===== src/rtl/core/cbm_pkg.sv =====
// shared types and constants for the cartridge bank mapper
`timescale 1ns / 1ps

package cbm_pkg;

   localparam int CHR_SLOTS_DEF = 8;

   localparam logic [15:0] IRQ_LIMIT  = 16'd209;
   localparam logic [4:0]  PRG_FIXED0 = 5'h1E;
   localparam logic [4:0]  PRG_FIXED1 = 5'h1F;
   localparam logic [7:0]  MIRROR_IGNORE = 8'hFF;

   // register indexes of the configuration port
   localparam logic CSR_CHR_RAM_MODE = 1'b0;
   localparam logic CSR_CHR_SHIFT    = 1'b1;

   // top nibble of the folded write address
   localparam logic [3:0] NIB_PRG0 = 4'h8;
   localparam logic [3:0] NIB_CTRL = 4'h9;
   localparam logic [3:0] NIB_PRG1 = 4'hA;
   localparam logic [3:0] NIB_CHR0 = 4'hB;
   localparam logic [3:0] NIB_CHR3 = 4'hE;
   localparam logic [3:0] NIB_IRQ  = 4'hF;
   localparam logic [1:0] LOW_IRQ_ARM = 2'd2;

   typedef enum logic [1:0] {
      OP_WRITE = 2'd0,
      OP_TICK  = 2'd1,
      OP_PRG   = 2'd2,
      OP_CHR   = 2'd3
   } op_type;

   typedef struct packed {
      op_type      operation;
      logic [15:0] address;
      logic [7:0]  data;
      logic [7:0]  cycles;
      logic        visible_line;
   } req_type;

   typedef struct packed {
      logic [8:0] bank;
      logic [1:0] mirror_mode;
      logic       irq_line;
   } rsp_type;

   typedef struct packed {
      logic        chr_ram_mode;
      logic        chr_shift;
      logic        prg_swap;
      logic [1:0]  mirror;
      logic        outer_bank;
      logic [4:0]  prg0;
      logic [4:0]  prg1;
      logic        irq_enable;
      logic [15:0] irq_count;
      logic        irq_pending;
   } map_state_type;

endpackage


===== src/rtl/core/cartridge_bank_mapper_irq_core.sv =====
// top level of the cartridge bank mapper with cycle counting irq
// a request beat passes the input register, then the result register, to the response
// one beat per cycle when not stalled; state updates as a beat leaves the input reg
// response stall holds the result register and backs up into the input register
// synchronous reset: bank registers zero, outer bank one, irq disarmed, pipeline empty
`timescale 1ns / 1ps

module cartridge_bank_mapper_irq_core #(
   parameter int CHR_SLOTS = cbm_pkg::CHR_SLOTS_DEF
) (
   input  logic             clock,
   input  logic             reset,
   input  logic             req_valid,
   output logic             req_stall,
   input  cbm_pkg::req_type req_data,
   output logic             rsp_valid,
   input  logic             rsp_stall,
   output cbm_pkg::rsp_type rsp_data,
   input  logic             csr_write,
   input  logic             csr_index,
   input  logic             csr_wdata
);

   logic             in_valid_ff, in_valid_in;
   cbm_pkg::req_type in_item_ff;
   logic             out_valid_ff, out_valid_in;
   cbm_pkg::rsp_type out_data_ff;

   logic out_free, fire, accept;
   logic [8:0] bank;

   cbm_pkg::map_state_type    cur, nxt;
   logic [CHR_SLOTS-1:0][7:0] chr_low;
   logic [CHR_SLOTS-1:0]      chr_high;

   assign out_free     = !out_valid_ff || !rsp_stall;
   assign fire         = in_valid_ff && out_free;
   assign req_stall    = in_valid_ff && !out_free;
   assign accept       = req_valid && !req_stall;
   assign in_valid_in  = accept || (in_valid_ff && !fire);
   assign out_valid_in = fire || (out_valid_ff && rsp_stall);

   cbm_regs #(.CHR_SLOTS(CHR_SLOTS)) u_regs (
      .clock     (clock),
      .reset     (reset),
      .csr_write (csr_write),
      .csr_index (csr_index),
      .csr_wdata (csr_wdata),
      .fire      (fire),
      .item      (in_item_ff),
      .cur       (cur),
      .nxt       (nxt),
      .chr_low   (chr_low),
      .chr_high  (chr_high)
   );

   cbm_lookup #(.CHR_SLOTS(CHR_SLOTS)) u_lookup (
      .item     (in_item_ff),
      .cur      (cur),
      .chr_low  (chr_low),
      .chr_high (chr_high),
      .bank     (bank)
   );

   always_ff @(posedge clock) begin
      if (reset) begin
         in_valid_ff  <= 1'b0;
         out_valid_ff <= 1'b0;
      end else begin
         in_valid_ff  <= in_valid_in;
         out_valid_ff <= out_valid_in;
      end
   end

   always_ff @(posedge clock) begin
      if (accept) begin
         in_item_ff <= req_data;
      end
      // mirroring and irq are reported as they stand after this beat
      if (fire) begin
         out_data_ff.bank        <= bank;
         out_data_ff.mirror_mode <= nxt.mirror;
         out_data_ff.irq_line    <= nxt.irq_pending;
      end
   end

   assign rsp_valid = out_valid_ff;
   assign rsp_data  = out_data_ff;

endmodule


===== src/rtl/core/cbm_regs.sv =====
// mapper registers: write decode, irq counter and configuration
`timescale 1ns / 1ps

module cbm_regs #(
   parameter int CHR_SLOTS = cbm_pkg::CHR_SLOTS_DEF
) (
   input  logic                   clock,
   input  logic                   reset,
   input  logic                   csr_write,
   input  logic                   csr_index,
   input  logic                   csr_wdata,
   input  logic                   fire,
   input  cbm_pkg::req_type       item,
   output cbm_pkg::map_state_type cur,
   output cbm_pkg::map_state_type nxt,
   output logic [CHR_SLOTS-1:0][7:0] chr_low,
   output logic [CHR_SLOTS-1:0]      chr_high
);

   localparam int IDX_W = $clog2(CHR_SLOTS);

   // everything clear except the outer bank
   localparam cbm_pkg::map_state_type STATE_RESET = '{
      chr_ram_mode: 1'b0, chr_shift: 1'b0, prg_swap: 1'b0, mirror: 2'd0,
      outer_bank: 1'b1, prg0: 5'd0, prg1: 5'd0, irq_enable: 1'b0,
      irq_count: 16'd0, irq_pending: 1'b0
   };

   cbm_pkg::map_state_type state_ff, state_in;
   logic [CHR_SLOTS-1:0][7:0] chr_low_ff, chr_low_in;
   logic [CHR_SLOTS-1:0]      chr_high_ff, chr_high_in;

   logic [1:0]       low;
   logic [3:0]       nib;
   logic [1:0]       chr_grp;
   logic [IDX_W-1:0] idx;
   logic [15:0]      sum;

   // fold address bits 7:2 into bits 1:0
   assign low     = item.address[1:0] | item.address[3:2] | item.address[5:4]
                  | item.address[7:6];
   assign nib     = item.address[15:12];
   assign chr_grp = 2'(nib - cbm_pkg::NIB_CHR0);
   assign idx     = IDX_W'({chr_grp, low[1]});
   assign sum     = state_ff.irq_count + {8'd0, item.cycles};

   always_comb begin
      state_in    = state_ff;
      chr_low_in  = chr_low_ff;
      chr_high_in = chr_high_ff;
      if (csr_write) begin
         case (csr_index)
            cbm_pkg::CSR_CHR_RAM_MODE: state_in.chr_ram_mode = csr_wdata;
            cbm_pkg::CSR_CHR_SHIFT:    state_in.chr_shift    = csr_wdata;
            default: ;
         endcase
      end
      if (fire) begin
         case (item.operation)
            cbm_pkg::OP_WRITE: begin
               if (nib inside {[cbm_pkg::NIB_CHR0:cbm_pkg::NIB_CHR3]}) begin
                  if (state_ff.chr_ram_mode) begin
                     state_in.outer_bank = item.data[3];
                  end else if (low[0]) begin
                     chr_low_in[idx][7:4] = item.data[3:0];
                     chr_high_in[idx]     = item.data[4];
                  end else begin
                     chr_low_in[idx][3:0] = item.data[3:0];
                  end
               end else begin
                  case (nib)
                     cbm_pkg::NIB_PRG0: state_in.prg0 = item.data[4:0];
                     cbm_pkg::NIB_PRG1: state_in.prg1 = item.data[4:0];
                     cbm_pkg::NIB_CTRL: begin
                        if (low[1]) begin
                           state_in.prg_swap = item.data[1];
                        end else if (item.data != cbm_pkg::MIRROR_IGNORE) begin
                           state_in.mirror = item.data[1:0];
                        end
                     end
                     cbm_pkg::NIB_IRQ: begin
                        if (low == cbm_pkg::LOW_IRQ_ARM) begin
                           state_in.irq_enable  = 1'b1;
                           state_in.irq_count   = '0;
                           state_in.irq_pending = 1'b0;
                        end
                     end
                     default: ;
                  endcase
               end
            end
            cbm_pkg::OP_TICK: begin
               if (state_ff.irq_enable && item.visible_line) begin
                  state_in.irq_count = sum;
                  if (sum > cbm_pkg::IRQ_LIMIT) begin
                     state_in.irq_enable  = 1'b0;
                     state_in.irq_pending = 1'b1;
                  end
               end
            end
            default: ;
         endcase
      end
   end

   always_ff @(posedge clock) begin
      if (reset) begin
         state_ff    <= STATE_RESET;
         chr_low_ff  <= '0;
         chr_high_ff <= '0;
      end else begin
         state_ff    <= state_in;
         chr_low_ff  <= chr_low_in;
         chr_high_ff <= chr_high_in;
      end
   end

   assign cur      = state_ff;
   assign nxt      = state_in;
   assign chr_low  = chr_low_ff;
   assign chr_high = chr_high_ff;

endmodule


===== src/rtl/core/cbm_lookup.sv =====
// bank lookup for prg and chr addresses
`timescale 1ns / 1ps

module cbm_lookup #(
   parameter int CHR_SLOTS = cbm_pkg::CHR_SLOTS_DEF
) (
   input  cbm_pkg::req_type          item,
   input  cbm_pkg::map_state_type    cur,
   input  logic [CHR_SLOTS-1:0][7:0] chr_low,
   input  logic [CHR_SLOTS-1:0]      chr_high,
   output logic [8:0]                bank
);

   localparam int IDX_W = $clog2(CHR_SLOTS);

   logic [4:0]       prg_b;
   logic [IDX_W-1:0] slot;
   logic [8:0]       chr_b;

   assign slot  = item.address[10 +: IDX_W];
   assign chr_b = {chr_high[slot], chr_low[slot]};

   always_comb begin
      case (item.address[14:13])
         2'd0:    prg_b = cur.prg_swap ? cbm_pkg::PRG_FIXED0 : cur.prg0;
         2'd1:    prg_b = cur.prg1;
         2'd2:    prg_b = cur.prg_swap ? cur.prg0 : cbm_pkg::PRG_FIXED0;
         default: prg_b = cbm_pkg::PRG_FIXED1;
      endcase
   end

   always_comb begin
      case (item.operation)
         cbm_pkg::OP_PRG: begin
            // work ram area answers zero
            bank = item.address[15] ? {3'd0, cur.outer_bank, prg_b} : '0;
         end
         cbm_pkg::OP_CHR: begin
            if (cur.chr_ram_mode) begin
               bank = 9'(slot);
            end else begin
               bank = cur.chr_shift ? {1'b0, chr_b[8:1]} : chr_b;
            end
         end
         default: bank = '0;
      endcase
   end

endmodule

===== config.mk =====
export PLATFORM = sky130hd
export DESIGN_NAME = cartridge_bank_mapper_irq_core
export DESIGN_NICKNAME = d
export VERILOG_FILES = /design/src/rtl/core/cbm_pkg.sv /design/src/rtl/core/cartridge_bank_mapper_irq_core.sv /design/src/rtl/core/cbm_regs.sv /design/src/rtl/core/cbm_lookup.sv
export SDC_FILE = /design/constraint.sdc
export NUM_CORES = 1
export LEC_CHECK = 0
export BUFFER_PORTS_ARGS = -buffer_cell sky130_fd_sc_hd__buf_2
export CAP_MARGIN = 20
export CELL_PAD_IN_SITES_DETAIL_PLACEMENT = 0
export CELL_PAD_IN_SITES_GLOBAL_PLACEMENT = 2
export CORE_ASPECT_RATIO = 1.1
export CORE_UTILIZATION = 35
export DETAILED_ROUTE_END_ITERATION = 10
export PLACE_DENSITY = 0.81
export SLEW_MARGIN = 30
export SYNTH_ARGS = -nofsm -noshare
export SYNTH_HDL_FRONTEND = slang
export SYNTH_SLANG_ARGS = --single-unit

===== constraint.sdc =====
create_clock -name clock -period 2.59 [get_ports clock]
set_input_delay 0.259 -clock clock [delete_from_list [all_inputs] [get_ports clock]]
set_output_delay 0.259 -clock clock [all_outputs]
set_load 0.05 [all_outputs]

==> results.ini <==
[run_status]
status=finished, final reports clean

[synth]
synth_ff_type=dfxtp_1
synth_edf_count=45
synth_area_sq_um=7060
synth_area_leaders=dfxtp_1 31%, edfxtp_1 19%, mux4_2 5.7%
synth_cell_type_count=66
synth-seq-cells=153
synth_area_leader_cell=dfxtp_1
yosys_warnings=0
syn_nets=751
synthCells=700
seq_area_frac_synth_pct=49.8
synth.avg_cell_area_sq_um=10.1
synth_most_common_cell=dfxtp_1
synth_commonest_cells=108 x dfxtp_1, 96 x nand2_1, 70 x a21oi_1, 65 x nand3_1, 50 x nor2_1
async_flop_share_pct=0
synth_top_area_share_pct=30.6

[route]
vias=5595
wl_per_cell_um=17.1
wl_mm=17.9
via_per_inst=5.35
drc=0
initialDrtViolationCount=277
drt_pass1_iterations=5
postRouteAntennaNets=0

[timing]
max_freq_ghz=0.399
tns_ns=0
finalHoldViolations=0
fin_worst_skew_ns=0.00754
period_needed_ns=2.51
setup_viol=0
worst_slew_pin_slew_ns=0.698
period_share_pct=96.8
maxSlewHeadroom_pct=53.5
slew_violations=0
grt_setup_unrepaired=false

[setup_path]
cp_max_fo=4
crit_type=register to register
cp-start-kind=register
ff2ff_setup_slack_ns=0.08
arrival_ns=2.68
required_ns=2.76
cp-end-kind=register

[die]
die_h_um=151
die_x_um=137
initial_core_util_pct=35.6
ios=56
core.rowCount=54
dieArea_sq_um=20700
core_sq_um=19800

[placed_design]
port_buffers=53
place_hpwl_mm=12.4
gp_congestion=0.864
dp_cells=999

[clocking]
cts_tree=done
path_clk_slew_ns=0.06
numCtsBuffers=17
clk_path_buf_depth=2
cts_max_level=4
clk_latency_ns=0.42
clock_sink_count=153
clockRootBuffer=clkbuf_16

[layout]
syn2layout_area_growth_pct=22.4
n_antenna_cell=0
utilization_pct=43.6
fin_nets=831
layout-drive-gt1-share_pct=22.3
layout.cells.non_filler=1045

[global_route]
grt_usage_pct=18.6
grt_pass1_vias=5615
gr-total-overflow=0
grt_pass1_wl_mm=29.1
grt_max_degree=91
antenna_found_initial=0

[min_path]
hp-class=input port to register

[pwr]
p_leak_nw=3.27
power_density_nw_per_um2=645
power_mw=5.57
peakVddDrop_uv=425

[job]
cap_violations=0

==> worst max-delay path, cell delays in order (launching register included) <==
cell and delay, ns:
edfxtp_1 0.37, ha_2 0.21, fa_2 0.35, a211o_1 0.29, and3_4 0.20, buf_4 0.13
a21o_1 0.21, mux2i_2 0.20, and4_1 0.25, o21ai_1 0.06
==> area by class of cell <==
class / count / area, sq um
sequential: 153 / 3510
clock buffer: 23 / 522
tap: 252 / 315
fill: 1933 / 11200
clock inverter: 9 / 129
timing repair buffer: 106 / 746
inverter: 8 / 30.0
multi-input combinational: 494 / 3380
==> path summary, 6_finish.rpt <==
kind | start | endpoint | cells after the start
worst max register to register | in_item_ff[1]$_DFFE_PP_ | rsp_data[0]$_DFFE_PP_ | 9
worst max-delay path | in_item_ff[1]$_DFFE_PP_ | rsp_data[0]$_DFFE_PP_ | 9
worst min register to register | u_regs.chr_high[6]$_SDFFE_PP0P_ | u_regs.chr_high[6]$_SDFFE_PP0P_ | 2
worst min-delay path | req_data[18] | in_item_ff[18]$_DFFE_PP_ | 1
==> metrics by stage <==
step	hold WS (ns)	cell area (sq um)	worst slack, ns
finish	0.0133	8640	0.0817
global route	-0.000594	8640	0.00304
CTS	0.000145	8540	0.0125
detailed placement	0.437	7800	-0.0759
global placement	0.437	7800	-0.0431
floorplan	0.358	7060	0.102
==> report_power, final <==
part	internal [mW]	switching (mW)	total (mW)
Combinational	0.122	0.211	0.333
Clock	1.71	0.972	2.69
Sequential	2.51	0.0381	2.55
Total	4.35	1.22	5.57
==> per-layer routing <==
layer  wire [um]  vias up  share of wire, %  global-route usage [%]
met5           0        -                 0                       0
met1        7780     2741                44                    22.4
li1            -     2741                 -                       -
met4         277        0               1.6                    6.37
met3         531       17               3.0                    3.51
met2        9270       96                52                    32.9
==> state kept, by name, indices dropped and copies added, names as in the netlist <==
name	cells
u_regs.cur	34
u_regs.chr_high	8
u_regs.chr_low	64
rsp_data	12
in_valid_ff	1
in_item_ff	33
rsp_valid	1
==> kinds of logic after synthesis <==
logic type | Yosys count | share of synthesized area, %
xor+xnor | 6 | 0.745
simple gates | 277 | 20.0
mux | 60 | 11.8
fa+ha+maj | 9 | 1.70
flops | 153 | 49.8
compound gates | 142 | 12.9
buf+inv | 53 | 3.00
==> cells in the final DEF, fill, tap and decap left out, types with 4 or more instances in the layout <==
master           n
dfxtp_1        108
nor4_1           4
o221ai_1         4
nor4_4           5
buf_12           4
buf_2           53
clkbuf_16       20
o21a_1           4
nor2b_1          5
o21ai_0         13
mux2_2           6
or2_2            5
o22ai_1          4
dlygate4sd3_1   13
a21o_1           4
mux4_2          18
nand4_1          5
nand3_1         65
a21oi_1         69
a22oi_1          8
and3_1           7
buf_4           36
edfxtp_1        45
nand2_1         96
inv_1            8
nor2_1          50
and2_1           7
mux2i_1         35
ha_1             7
==> repair_timing <==
action,CTS,global route
gates resized for setup,2,10
hold endpoints to repair,7,6
hold buffers,7,6
endpoints found under the setup margin,2,5
buffers inserted,1,0
pin swaps,0,1
Power figures use the tool's default switching activity.
